--- config.mk ---
export PLATFORM = sky130hd
export DESIGN_NAME = windowed_bitrate_meter_unit_flat
export DESIGN_NICKNAME = d
export VERILOG_FILES = /design/src/design/wbm_pkg.sv /design/src/design/wbm_in_if.sv /design/src/design/wbm_out_if.sv /design/src/design/windowed_bitrate_meter_unit.sv /design/src/design/wbm_front.sv /design/src/design/wbm_queue.sv /design/src/design/wbm_divider.sv /design/src/design/wbm_back.sv /design/src/flat_wrapper.sv
export SDC_FILE = /design/constraint.sdc
export NUM_CORES = 2
export LEC_CHECK = 0
export BUFFER_PORTS_ARGS = -buffer_cell sky130_fd_sc_hd__buf_2
export CORE_MARGIN = 5
export CORE_UTILIZATION = 57
export CTS_CLUSTER_DIAMETER = 100
export DETAILED_ROUTE_END_ITERATION = 10
export PLACE_DENSITY = 0.78
export SLEW_MARGIN = 0
export SYNTH_ARGS = -nofsm -noshare
export SYNTH_HDL_FRONTEND = slang
export SYNTH_SLANG_ARGS = --single-unit
--- constraint.sdc ---
create_clock -name clk -period 7.2 [get_ports clk]
set_clock_uncertainty 0.2 [all_clocks]
set_input_delay 0.36 -clock clk [delete_from_list [all_inputs] [get_ports clk]]
set_output_delay 0.36 -clock clk [all_outputs]
set_load 0.01 [all_outputs]
--- src/design/wbm_pkg.sv ---
// Shared widths, codes and types for the windowed bitrate meter.
`default_nettype none

package wbm_pkg;

  // Fraction bits of the published rate
  localparam int FRAC_BITS = 16;

  localparam int FUNC_W  = 2;
  localparam int TOTAL_W = 32;
  localparam int TICK_W  = 32;
  localparam int TRATE_W = 20;
  localparam int RATE_W  = 47;
  localparam int PROD_W  = TOTAL_W + TRATE_W;
  localparam int NUM_W   = PROD_W + FRAC_BITS;
  localparam int DCNT_W  = $clog2(NUM_W + 1);

  // Configuration port
  localparam int CFG_IDX_W  = 1;
  localparam int CFG_DATA_W = 32;
  localparam logic [CFG_IDX_W-1:0] CFG_THRESHOLD = 1'b0;
  localparam logic [CFG_IDX_W-1:0] CFG_TICK_RATE = 1'b1;
  localparam logic [TRATE_W-1:0]   TICK_RATE_RESET = TRATE_W'(1000);

  // Input function codes
  localparam logic [FUNC_W-1:0] FUNC_ADD_BITS  = 2'd0;
  localparam logic [FUNC_W-1:0] FUNC_ADD_BYTES = 2'd1;
  localparam logic [FUNC_W-1:0] FUNC_RESTART   = 2'd2;

  // Queue between front and back
  localparam int QUEUE_DEPTH = 2;
  localparam int QPTR_W      = (QUEUE_DEPTH > 1) ? $clog2(QUEUE_DEPTH) : 1;
  localparam int QCNT_W      = $clog2(QUEUE_DEPTH + 1);

  typedef enum logic [1:0] {
    OP_ADD,
    OP_RESTART,
    OP_NOP
  } op_kind_t;

  typedef struct packed {
    op_kind_t            kind;
    logic [TOTAL_W-1:0]  add;
    logic [TICK_W-1:0]   now;
  } op_t;

endpackage

`default_nettype wire

--- src/design/wbm_in_if.sv ---
// Input channel interface: valid/ready plus one input transaction.
`default_nettype none

interface wbm_in_if import wbm_pkg::*; ();
  logic                valid;
  logic                ready;
  logic [FUNC_W-1:0]   func;
  logic [TOTAL_W-1:0]  amount;
  logic [TICK_W-1:0]   now_ticks;

  modport source (output valid, func, amount, now_ticks, input ready);
  modport sink   (input valid, func, amount, now_ticks, output ready);
endinterface

`default_nettype wire

--- src/design/wbm_out_if.sv ---
// Result channel interface: valid/ready plus one result transaction.
`default_nettype none

interface wbm_out_if import wbm_pkg::*; ();
  logic                valid;
  logic                ready;
  logic                updated;
  logic [RATE_W-1:0]   bitrate;
  logic [RATE_W-1:0]   max_bitrate;
  logic [RATE_W-1:0]   min_bitrate;
  logic                have_min;
  logic [TOTAL_W-1:0]  bit_total;

  modport source (output valid, updated, bitrate, max_bitrate, min_bitrate, have_min,
                  bit_total, input ready);
  modport sink   (input valid, updated, bitrate, max_bitrate, min_bitrate, have_min,
                  bit_total, output ready);
endinterface

`default_nettype wire

--- src/design/windowed_bitrate_meter_unit.sv ---
// Windowed bitrate meter top level: config registers, front, queue, back and divider.
// An add that publishes nothing passes the front register, the queue, the back stage's idle
// and check states and then the result register; a restart or a no-op skips the check state.
// When the rate gate opens, the add goes on through the multiply state, the bit-serial divider
// that produces one quotient bit per cycle, the wait state and the update state. The back stage
// takes a new operation only from its idle state; the front register and a two-entry queue keep
// accepting transactions while the back stage or the result side stalls, until they fill.
// Reset: synchronous active-low rst_n clears all meter state, empties the queue and loads
// threshold 0 and tick rate 1000.
`default_nettype none

module windowed_bitrate_meter_unit import wbm_pkg::*; (
  input  logic                  clk,
  input  logic                  rst_n,
  wbm_in_if.sink                in_ch,
  wbm_out_if.source             out_ch,
  input  logic                  cfg_we,
  input  logic [CFG_IDX_W-1:0]  cfg_index,
  input  logic [CFG_DATA_W-1:0] cfg_wdata
);

  // Configuration registers; write them only while the meter is idle
  logic [TOTAL_W-1:0] threshold_r;
  logic [TRATE_W-1:0] tick_rate_r;

  // Front to queue
  logic q_push;
  op_t  q_push_data;
  logic q_full;

  // Queue to back
  logic q_pop;
  op_t  q_pop_data;
  logic q_valid;

  // Back to divider
  logic              div_start;
  logic [NUM_W-1:0]  div_numer;
  logic [TICK_W-1:0] div_denom;
  logic              div_done;
  logic [RATE_W-1:0] div_quo;

  always_ff @(posedge clk) begin
    if (!rst_n) begin
      threshold_r <= '0;
      tick_rate_r <= TICK_RATE_RESET;
    end else if (cfg_we) begin
      case (cfg_index)
        CFG_THRESHOLD: threshold_r <= cfg_wdata[TOTAL_W-1:0];
        CFG_TICK_RATE: tick_rate_r <= cfg_wdata[TRATE_W-1:0];
        default: begin
          // drop writes to unknown indexes
        end
      endcase
    end
  end

  // Accept and classify each input transaction
  wbm_front u_front (
    .clk    (clk),
    .rst_n  (rst_n),
    .in_ch  (in_ch),
    .q_push (q_push),
    .q_data (q_push_data),
    .q_full (q_full)
  );

  // Decouple the front from the slow back stage
  wbm_queue u_queue (
    .clk       (clk),
    .rst_n     (rst_n),
    .push      (q_push),
    .push_data (q_push_data),
    .full      (q_full),
    .pop       (q_pop),
    .pop_data  (q_pop_data),
    .not_empty (q_valid)
  );

  // Rate divider: (bits * tick_rate << FRAC_BITS) / delta
  wbm_divider u_divider (
    .clk      (clk),
    .rst_n    (rst_n),
    .start    (div_start),
    .numer    (div_numer),
    .denom    (div_denom),
    .done     (div_done),
    .quotient (div_quo)
  );

  // Meter state, gate and result register
  wbm_back u_back (
    .clk            (clk),
    .rst_n          (rst_n),
    .threshold_bits (threshold_r),
    .tick_rate      (tick_rate_r),
    .q_valid        (q_valid),
    .q_data         (q_pop_data),
    .q_pop          (q_pop),
    .div_start      (div_start),
    .div_numer      (div_numer),
    .div_denom      (div_denom),
    .div_done       (div_done),
    .div_quo        (div_quo),
    .out_ch         (out_ch)
  );

endmodule

`default_nettype wire

--- src/design/wbm_front.sv ---
// Front stage: accept input transactions and classify them into operations.
`default_nettype none

module wbm_front import wbm_pkg::*; (
  input  logic clk,
  input  logic rst_n,
  wbm_in_if.sink in_ch,
  output logic q_push,
  output op_t  q_data,
  input  logic q_full
);

  logic stage_valid_r, stage_valid_nxt;
  op_t  stage_r, stage_nxt;
  logic accept;

  assign q_push      = stage_valid_r && !q_full;
  assign q_data      = stage_r;
  assign in_ch.ready = !stage_valid_r || !q_full;
  assign accept      = in_ch.valid && in_ch.ready;

  always_comb begin
    stage_valid_nxt = stage_valid_r;
    stage_nxt       = stage_r;
    if (q_push) begin
      stage_valid_nxt = 1'b0;
    end
    if (accept) begin
      stage_valid_nxt = 1'b1;
      stage_nxt.now   = in_ch.now_ticks;
      stage_nxt.add   = in_ch.amount;
      case (in_ch.func)
        FUNC_ADD_BITS: begin
          stage_nxt.kind = OP_ADD;
        end
        FUNC_ADD_BYTES: begin
          stage_nxt.kind = OP_ADD;
          stage_nxt.add  = in_ch.amount << 3;
        end
        FUNC_RESTART: begin
          stage_nxt.kind = OP_RESTART;
        end
        default: begin
          stage_nxt.kind = OP_NOP;
        end
      endcase
    end
  end

  always_ff @(posedge clk) begin
    if (!rst_n) begin
      stage_valid_r <= 1'b0;
    end else begin
      stage_valid_r <= stage_valid_nxt;
    end
    stage_r <= stage_nxt;
  end

endmodule

`default_nettype wire

--- src/design/wbm_queue.sv ---
// Short operation queue between the front and back stages.
`default_nettype none

module wbm_queue import wbm_pkg::*; (
  input  logic clk,
  input  logic rst_n,
  input  logic push,
  input  op_t  push_data,
  output logic full,
  input  logic pop,
  output op_t  pop_data,
  output logic not_empty
);

  op_t               mem_r [QUEUE_DEPTH];
  logic [QPTR_W-1:0] wr_ptr_r, rd_ptr_r;
  logic [QCNT_W-1:0] count_r;
  logic              do_push, do_pop;

  assign full      = (count_r == QCNT_W'(QUEUE_DEPTH));
  assign not_empty = (count_r != '0);
  assign pop_data  = mem_r[rd_ptr_r];
  assign do_push   = push && !full;
  assign do_pop    = pop && not_empty;

  function automatic logic [QPTR_W-1:0] ptr_inc(input logic [QPTR_W-1:0] p);
    ptr_inc = (p == QPTR_W'(QUEUE_DEPTH - 1)) ? '0 : p + QPTR_W'(1);
  endfunction

  always_ff @(posedge clk) begin
    if (!rst_n) begin
      wr_ptr_r <= '0;
      rd_ptr_r <= '0;
      count_r  <= '0;
    end else begin
      if (do_push) begin
        wr_ptr_r <= ptr_inc(wr_ptr_r);
      end
      if (do_pop) begin
        rd_ptr_r <= ptr_inc(rd_ptr_r);
      end
      if (do_push && !do_pop) begin
        count_r <= count_r + QCNT_W'(1);
      end else if (do_pop && !do_push) begin
        count_r <= count_r - QCNT_W'(1);
      end
    end
    if (do_push) begin
      mem_r[wr_ptr_r] <= push_data;
    end
  end

endmodule

`default_nettype wire

--- src/design/wbm_divider.sv ---
// Restoring divider, one quotient bit per cycle, with 47-bit saturation.
`default_nettype none

module wbm_divider import wbm_pkg::*; (
  input  logic               clk,
  input  logic               rst_n,
  input  logic               start,
  input  logic [NUM_W-1:0]   numer,
  input  logic [TICK_W-1:0]  denom,
  output logic               done,
  output logic [RATE_W-1:0]  quotient
);

  logic [TICK_W-1:0] rem_r;
  logic [TICK_W-1:0] den_r;
  logic [NUM_W-1:0]  quo_r;
  logic [DCNT_W-1:0] cnt_r;
  logic              busy_r;
  logic              done_r;
  logic [TICK_W:0]   shifted;
  logic              fits;

  assign shifted = {rem_r, quo_r[NUM_W-1]};
  assign fits    = (shifted >= {1'b0, den_r});
  assign done    = done_r;
  // Saturate when anything lands above the result width
  assign quotient = (quo_r[NUM_W-1:RATE_W] != '0) ? '1 : quo_r[RATE_W-1:0];

  always_ff @(posedge clk) begin
    if (!rst_n) begin
      busy_r <= 1'b0;
      done_r <= 1'b0;
      cnt_r  <= '0;
    end else begin
      done_r <= 1'b0;
      if (start) begin
        busy_r <= 1'b1;
        cnt_r  <= DCNT_W'(NUM_W);
      end else if (busy_r) begin
        cnt_r <= cnt_r - DCNT_W'(1);
        if (cnt_r == DCNT_W'(1)) begin
          busy_r <= 1'b0;
          done_r <= 1'b1;
        end
      end
    end
    if (start) begin
      rem_r <= '0;
      den_r <= denom;
      quo_r <= numer;
    end else if (busy_r) begin
      if (fits) begin
        rem_r <= TICK_W'(shifted - {1'b0, den_r});
        quo_r <= {quo_r[NUM_W-2:0], 1'b1};
      end else begin
        rem_r <= shifted[TICK_W-1:0];
        quo_r <= {quo_r[NUM_W-2:0], 1'b0};
      end
    end
  end

endmodule

`default_nettype wire

--- src/design/wbm_back.sv ---
// Back stage: meter state, rate gate, multiply, divide hand-off and result register.
`default_nettype none

module wbm_back import wbm_pkg::*; (
  input  logic               clk,
  input  logic               rst_n,
  input  logic [TOTAL_W-1:0] threshold_bits,
  input  logic [TRATE_W-1:0] tick_rate,
  input  logic               q_valid,
  input  op_t                q_data,
  output logic               q_pop,
  output logic               div_start,
  output logic [NUM_W-1:0]   div_numer,
  output logic [TICK_W-1:0]  div_denom,
  input  logic               div_done,
  input  logic [RATE_W-1:0]  div_quo,
  wbm_out_if.source out_ch
);

  typedef enum logic [2:0] {
    S_IDLE,
    S_CHECK,
    S_MUL,
    S_WAIT,
    S_UPD
  } state_t;

  state_t             state_r, state_nxt;
  logic [TOTAL_W-1:0] bit_total_r, bit_total_nxt;
  logic [TICK_W-1:0]  window_start_r, window_start_nxt;
  logic [RATE_W-1:0]  last_rate_r, last_rate_nxt;
  logic [RATE_W-1:0]  peak_rate_r, peak_rate_nxt;
  logic [RATE_W-1:0]  floor_rate_r, floor_rate_nxt;
  logic               floor_valid_r, floor_valid_nxt;
  logic [TICK_W-1:0]  now_r, now_nxt;
  logic [TICK_W-1:0]  delta_r, delta_nxt;
  logic               delta_ok_r, delta_ok_nxt;
  logic [PROD_W-1:0]  prod_r, prod_nxt;
  logic               out_valid_r, out_valid_nxt;
  logic               updated_r, updated_nxt;

  logic [TRATE_W-1:0] rate_eff;
  logic               out_free;
  logic               gate;

  assign rate_eff = (tick_rate == '0) ? TRATE_W'(1) : tick_rate;
  assign out_free = !out_valid_r || out_ch.ready;
  assign gate     = (bit_total_r >= threshold_bits) && delta_ok_r &&
                    (delta_r >= {{(TICK_W-TRATE_W-1){1'b0}}, rate_eff, 1'b0});

  assign div_numer = NUM_W'(prod_r) << FRAC_BITS;
  assign div_denom = delta_r;

  assign out_ch.valid       = out_valid_r;
  assign out_ch.updated     = updated_r;
  assign out_ch.bitrate     = last_rate_r;
  assign out_ch.max_bitrate = peak_rate_r;
  assign out_ch.min_bitrate = floor_rate_r;
  assign out_ch.have_min    = floor_valid_r;
  assign out_ch.bit_total   = bit_total_r;

  always_comb begin
    state_nxt        = state_r;
    bit_total_nxt    = bit_total_r;
    window_start_nxt = window_start_r;
    last_rate_nxt    = last_rate_r;
    peak_rate_nxt    = peak_rate_r;
    floor_rate_nxt   = floor_rate_r;
    floor_valid_nxt  = floor_valid_r;
    now_nxt          = now_r;
    delta_nxt        = delta_r;
    delta_ok_nxt     = delta_ok_r;
    prod_nxt         = prod_r;
    out_valid_nxt    = out_valid_r;
    updated_nxt      = updated_r;
    q_pop            = 1'b0;
    div_start        = 1'b0;

    if (out_valid_r && out_ch.ready) begin
      out_valid_nxt = 1'b0;
    end

    case (state_r)
      S_IDLE: begin
        if (q_valid && out_free) begin
          q_pop = 1'b1;
          case (q_data.kind)
            OP_RESTART: begin
              bit_total_nxt    = '0;
              window_start_nxt = q_data.now;
              updated_nxt      = 1'b0;
              out_valid_nxt    = 1'b1;
            end
            OP_ADD: begin
              bit_total_nxt = bit_total_r + q_data.add;
              now_nxt       = q_data.now;
              delta_nxt     = q_data.now - window_start_r;
              delta_ok_nxt  = (q_data.now >= window_start_r);
              state_nxt     = S_CHECK;
            end
            default: begin
              updated_nxt   = 1'b0;
              out_valid_nxt = 1'b1;
            end
          endcase
        end
      end
      S_CHECK: begin
        if (gate) begin
          prod_nxt  = PROD_W'(bit_total_r) * PROD_W'(rate_eff);
          state_nxt = S_MUL;
        end else begin
          updated_nxt   = 1'b0;
          out_valid_nxt = 1'b1;
          state_nxt     = S_IDLE;
        end
      end
      S_MUL: begin
        div_start = 1'b1;
        state_nxt = S_WAIT;
      end
      S_WAIT: begin
        if (div_done) begin
          last_rate_nxt = div_quo;
          state_nxt     = S_UPD;
        end
      end
      S_UPD: begin
        if (last_rate_r > peak_rate_r) begin
          peak_rate_nxt = last_rate_r;
        end
        if (!floor_valid_r || last_rate_r < floor_rate_r) begin
          floor_rate_nxt = last_rate_r;
        end
        floor_valid_nxt  = 1'b1;
        bit_total_nxt    = '0;
        window_start_nxt = now_r;
        updated_nxt      = 1'b1;
        out_valid_nxt    = 1'b1;
        state_nxt        = S_IDLE;
      end
      default: begin
        state_nxt = S_IDLE;
      end
    endcase
  end

  always_ff @(posedge clk) begin
    if (!rst_n) begin
      state_r        <= S_IDLE;
      bit_total_r    <= '0;
      window_start_r <= '0;
      last_rate_r    <= '0;
      peak_rate_r    <= '0;
      floor_rate_r   <= '0;
      floor_valid_r  <= 1'b0;
      out_valid_r    <= 1'b0;
      updated_r      <= 1'b0;
    end else begin
      state_r        <= state_nxt;
      bit_total_r    <= bit_total_nxt;
      window_start_r <= window_start_nxt;
      last_rate_r    <= last_rate_nxt;
      peak_rate_r    <= peak_rate_nxt;
      floor_rate_r   <= floor_rate_nxt;
      floor_valid_r  <= floor_valid_nxt;
      out_valid_r    <= out_valid_nxt;
      updated_r      <= updated_nxt;
    end
    now_r      <= now_nxt;
    delta_r    <= delta_nxt;
    delta_ok_r <= delta_ok_nxt;
    prod_r     <= prod_nxt;
  end

endmodule

`default_nettype wire
--- src/flat_wrapper.sv ---
// flat-port wrapper written by rule: the top's interface ports become plain ports
module windowed_bitrate_meter_unit_flat import wbm_pkg::*;
  (clk, rst_n, cfg_we, cfg_index, cfg_wdata, in_ch_valid, in_ch_func, in_ch_amount, in_ch_now_ticks, in_ch_ready, out_ch_valid, out_ch_updated, out_ch_bitrate, out_ch_max_bitrate, out_ch_min_bitrate, out_ch_have_min, out_ch_bit_total, out_ch_ready);
  wbm_in_if in_ch_i ();
  wbm_out_if out_ch_i ();
  input  logic clk;
  input  logic rst_n;
  input  logic cfg_we;
  input  logic [CFG_IDX_W-1:0] cfg_index;
  input  logic [CFG_DATA_W-1:0] cfg_wdata;
  input wire logic [$bits(in_ch_i.valid)-1:0] in_ch_valid;
  input wire logic [$bits(in_ch_i.func)-1:0] in_ch_func;
  input wire logic [$bits(in_ch_i.amount)-1:0] in_ch_amount;
  input wire logic [$bits(in_ch_i.now_ticks)-1:0] in_ch_now_ticks;
  output wire logic [$bits(in_ch_i.ready)-1:0] in_ch_ready;
  output wire logic [$bits(out_ch_i.valid)-1:0] out_ch_valid;
  output wire logic [$bits(out_ch_i.updated)-1:0] out_ch_updated;
  output wire logic [$bits(out_ch_i.bitrate)-1:0] out_ch_bitrate;
  output wire logic [$bits(out_ch_i.max_bitrate)-1:0] out_ch_max_bitrate;
  output wire logic [$bits(out_ch_i.min_bitrate)-1:0] out_ch_min_bitrate;
  output wire logic [$bits(out_ch_i.have_min)-1:0] out_ch_have_min;
  output wire logic [$bits(out_ch_i.bit_total)-1:0] out_ch_bit_total;
  input wire logic [$bits(out_ch_i.ready)-1:0] out_ch_ready;
  assign in_ch_i.valid = in_ch_valid;
  assign in_ch_i.func = in_ch_func;
  assign in_ch_i.amount = in_ch_amount;
  assign in_ch_i.now_ticks = in_ch_now_ticks;
  assign in_ch_ready = in_ch_i.ready;
  assign out_ch_valid = out_ch_i.valid;
  assign out_ch_updated = out_ch_i.updated;
  assign out_ch_bitrate = out_ch_i.bitrate;
  assign out_ch_max_bitrate = out_ch_i.max_bitrate;
  assign out_ch_min_bitrate = out_ch_i.min_bitrate;
  assign out_ch_have_min = out_ch_i.have_min;
  assign out_ch_bit_total = out_ch_i.bit_total;
  assign out_ch_i.ready = out_ch_ready;
  windowed_bitrate_meter_unit u_core (.clk(clk), .rst_n(rst_n), .in_ch(in_ch_i), .out_ch(out_ch_i), .cfg_we(cfg_we), .cfg_index(cfg_index), .cfg_wdata(cfg_wdata));
endmodule
==> results.sh <==
export IMPL_reg2reg_depth=24
export IMPL_antenna_found_initial=4
export IMPL_fillers=7202
export IMPL_fin_cells=7435
export IMPL_die_area_mm2=0.104
export IMPL_synthesis_nets=6676
export IMPL_hold_class="primary input to register"
export IMPL_rows=114
export IMPL_slew_limit_headroom=0.254
export IMPL_die_h_um=322
export IMPL_synthCells=5628
export IMPL_cts_made_buffers=79
export IMPL_min_period_ns=7.11
export IMPL_synthArstFlopShare=0
export IMPL_first_global_vias=43000
export IMPL_routed_via_density=5.63
export IMPL_grtUsageTotal=0.266
export IMPL_dr_total_vias=41900
export IMPL_endpoint_kind="register"
export IMPL_rrSetupSlack_ns=0.09
export IMPL_finalHoldWorstSlack_ns=0.0379
export IMPL_path_clk_slew_ns=0.06
export IMPL_wire_per_inst_um=18.7
export IMPL_placed_cells=7155
export IMPL_hpwlAfterDp_um=103000
export IMPL_route_detailed_drc=0
export IMPL_drv_cap=0
export IMPL_ys_warn_count=0
export IMPL_status="completed"
export IMPL_setup_violations_final=0
export IMPL_area_growth_pct=16.1
export IMPL_crit_required_ns=7.35
export IMPL_critPathMaxFanout=11
export IMPL_worstReg2RegEnd="u_core.u_back.prod_r[43]"
export IMPL_placed_area_mm2=0.0596
export IMPL_fin_nets=7139
export IMPL_grt_pass1_wl_um=225000
export IMPL_worst_pin_slew_ns=1.12
export IMPL_yosysSeqAreaShare=0.334
export IMPL_worstSkewPairLatency_ns=0.67
export IMPL_place_congestion=0.920
export IMPL_io_pins=281
export IMPL_routed_wl_um=139000
export IMPL_avgSynthCellArea_um2=9.86
export IMPL_synth_area_mm2=0.0555
export IMPL_first_pass_iters=6
export IMPL_cts_max_path_buffers=3
export IMPL_rsz0062_at_grt="true"
export IMPL_die_w_um=322
export IMPL_final_seq_area_mm2=0.0186
export IMPL_placement_io_buffers=280
export IMPL_design_area_mm2=0.0644
export IMPL_final_layout_size_suffix_gt1_frac=0.166
export IMPL_synth_edf_count=399
export IMPL_synth_area_top_cells="edfxtp_1 22%, fa_1 19%, dfxtp_1 12%"
export IMPL_cts_sink_count=725
export IMPL_drt_initial_drc_count=3271
export IMPL_final_common_cell="inv_1"
export IMPL_fmax_ghz=0.141
export IMPL_grt_max_degree=111
export IMPL_core_area_mm2=0.0967
export IMPL_yosysTopAreaCell="edfxtp_1"
export IMPL_multi_input_area_mm2=0.0333
export IMPL_utilization=0.666
export IMPL_worst_r2r_startpoint="u_core.tick_rate_r[2]"
export IMPL_synth_top_area_share=0.216
export IMPL_ys_seq_elements=725
export IMPL_htree_levels=3
export IMPL_ys_flop_type="edfxtp_1"
export IMPL_clockRootBuffer="clkbuf_16"
export IMPL_hold_viol=0
export IMPL_cts_tree="done"
export IMPL_power_leakage_uw=0.0295
export IMPL_synthDistinctLibCells=84
export IMPL_arrival_ns=7.26
export IMPL_cp_start_kind="register"
export IMPL_slew_violations=0
export IMPL_peakVddDrop_v=0.000214
export IMPL_min_path_cells=4
export IMPL_hold_end="u_core.u_back.out_ch.valid"
export IMPL_mostFrequentLayoutCells="813 x inv_1, 740 x nand2_1, 521 x fa_1"
export IMPL_path_class="register to register"
export IMPL_drtAntennaViolNets=0
export IMPL_powerDensity_mw_per_mm2=258
export IMPL_start_util=0.574
export IMPL_hold_start="out_ch_ready"
export IMPL_grt_overflow_total=0
export IMPL_finalCritPeriodShare=0.988
==> repair_timing <==
action | CTS | global route
gates resized for setup | 56 | 164
endpoints found under the hold margin | 125 | 0
buffers inserted | 3 | 18
hold buffers | 110 | 0
pin swaps | 15 | 125
endpoints found under the setup margin | 15 | 19
==> sequential cells by signal, summed over array words and instances, names as in the netlist, 2 cells and up, named ones only <==
| signal | cells |
|---|---|
| u_core.u_back.state_r | 3 |
| u_core.u_divider.cnt_r | 7 |
| u_core.u_divider.rem_r | 32 |
| u_core.u_divider.den_r | 32 |
| u_core.u_back.out_ch.bitrate | 47 |
| u_core.u_back.out_ch.max_bitrate | 47 |
| u_core.u_back.now_r | 32 |
| u_core.tick_rate_r | 20 |
| u_core.u_back.window_start_r | 32 |
| u_core.u_queue.count_r | 2 |
| u_core.u_back.out_ch.min_bitrate | 47 |
| u_core.u_back.out_ch.bit_total | 32 |
| u_core.threshold_r | 32 |
| u_core.u_back.prod_r | 52 |
| u_core.u_queue.mem_r | 132 |
| u_core.u_divider.quo_r | 68 |
| u_core.u_back.div_denom | 32 |
| u_core.u_front.q_data | 66 |
==> final cells by class <==
| cell class | instances | area share |
|---|---|---|
| repair buffers | 675 | 0.0771 |
| inverters | 835 | 0.0487 |
| clock buffers | 103 | 0.0345 |
| multi-input cells | 3775 | 0.517 |
| well taps | 1276 | 0.0248 |
| clock inverters | 42 | 0.00880 |
| flip-flops and latches | 725 | 0.289 |
| diodes | 4 | 0.000155 |
==> power by group <==
| group | leakage [uW] | switching (uW) | total [uW] | internal (uW) |
|---|---|---|---|---|
| Sequential | 0.00637 | 309 | 5240 | 4940 |
| Clock | 0.00136 | 1740 | 4270 | 2530 |
| Combinational | 0.0218 | 4070 | 7110 | 3040 |
| Total | 0.0295 | 6120 | 16600 | 10500 |
==> routing by layer <==
metal  track usage  vias up  wire [um]
met5             0        -          0
met2         0.435     1682      65000
met4        0.0786        0       4020
met1         0.361    20400      58800
met3        0.0538      300      11600
li1              -    19500          -
==> how the worst max path moves through the flow <==
stage / from / to / cells after the start
2_1_floorplan: u_core.tick_rate_r[12] / u_core.u_back.prod_r[39] / 26
3_3_place_gp: u_core.u_back.out_ch.bit_total[16] / u_core.u_back.prod_r[45] / 24
3_5_place_dp: u_core.tick_rate_r[10] / u_core.u_back.prod_r[51] / 24
4_1_cts: u_core.u_back.out_ch.bit_total[9] / u_core.u_back.prod_r[48] / 24
5_1_grt: u_core.u_back.out_ch.bit_total[7] / u_core.u_back.prod_r[43] / 24
6_report: u_core.tick_rate_r[2] / u_core.u_back.prod_r[43] / 24
==> metrics by stage <==
| step | TNS (ns) | setup WS (ns) | total power [uW] |
|---|---|---|---|
| floorplan | 0 | 0.0354 | 9930 |
| global placement | -0.375 | -0.112 | 11700 |
| detailed placement | -1.67 | -0.223 | 11900 |
| CTS | 0 | 0.00391 | 16400 |
| global route | -0.577 | -0.110 | 17700 |
| finish | 0 | 0.0874 | 16600 |
==> cell usage after synthesis (132+ instances only) <==
cell type  number
inv_1         834
nand2_1       743
fa_1          539
ha_1          405
edfxtp_1      399
dfxtp_1       326
and2_1        318
clkbuf_1      252
o21ai_0       210
a21oi_1       206
nor2_1        159
nand3_1       132
==> worst max-delay path, stage by stage (launching register included) <==
cell and delay [ns]:
dfxtp_4 0.36, buf_12 0.15, and2_4 0.16, fa_1 0.50, fa_1 0.51, inv_2 0.04, fa_1 0.52, inv_1 0.05
fa_1 0.47, fa_1 0.51, fa_1 0.52, inv_1 0.06, fa_1 0.52, inv_2 0.05, ha_4 0.22, a21o_1 0.19
a21o_1 0.18, a21oi_2 0.22, o221ai_4 0.14, o21a_1 0.24, o211a_4 0.26, or2_4 0.26, o31ai_2 0.23, nand2_1 0.09
xor2_1 0.14
==> cells by family after synthesis <==
group	share of synthesized area
buffers and inverters	0.0774
adders and majority gates	0.286
DFF	0.334
muxes	0.0371
and+or+nand+nor	0.141
AOI/OAI and AO/OA	0.105
xor gates and xnor gates	0.0202
(Power assumes the default switching activity.)
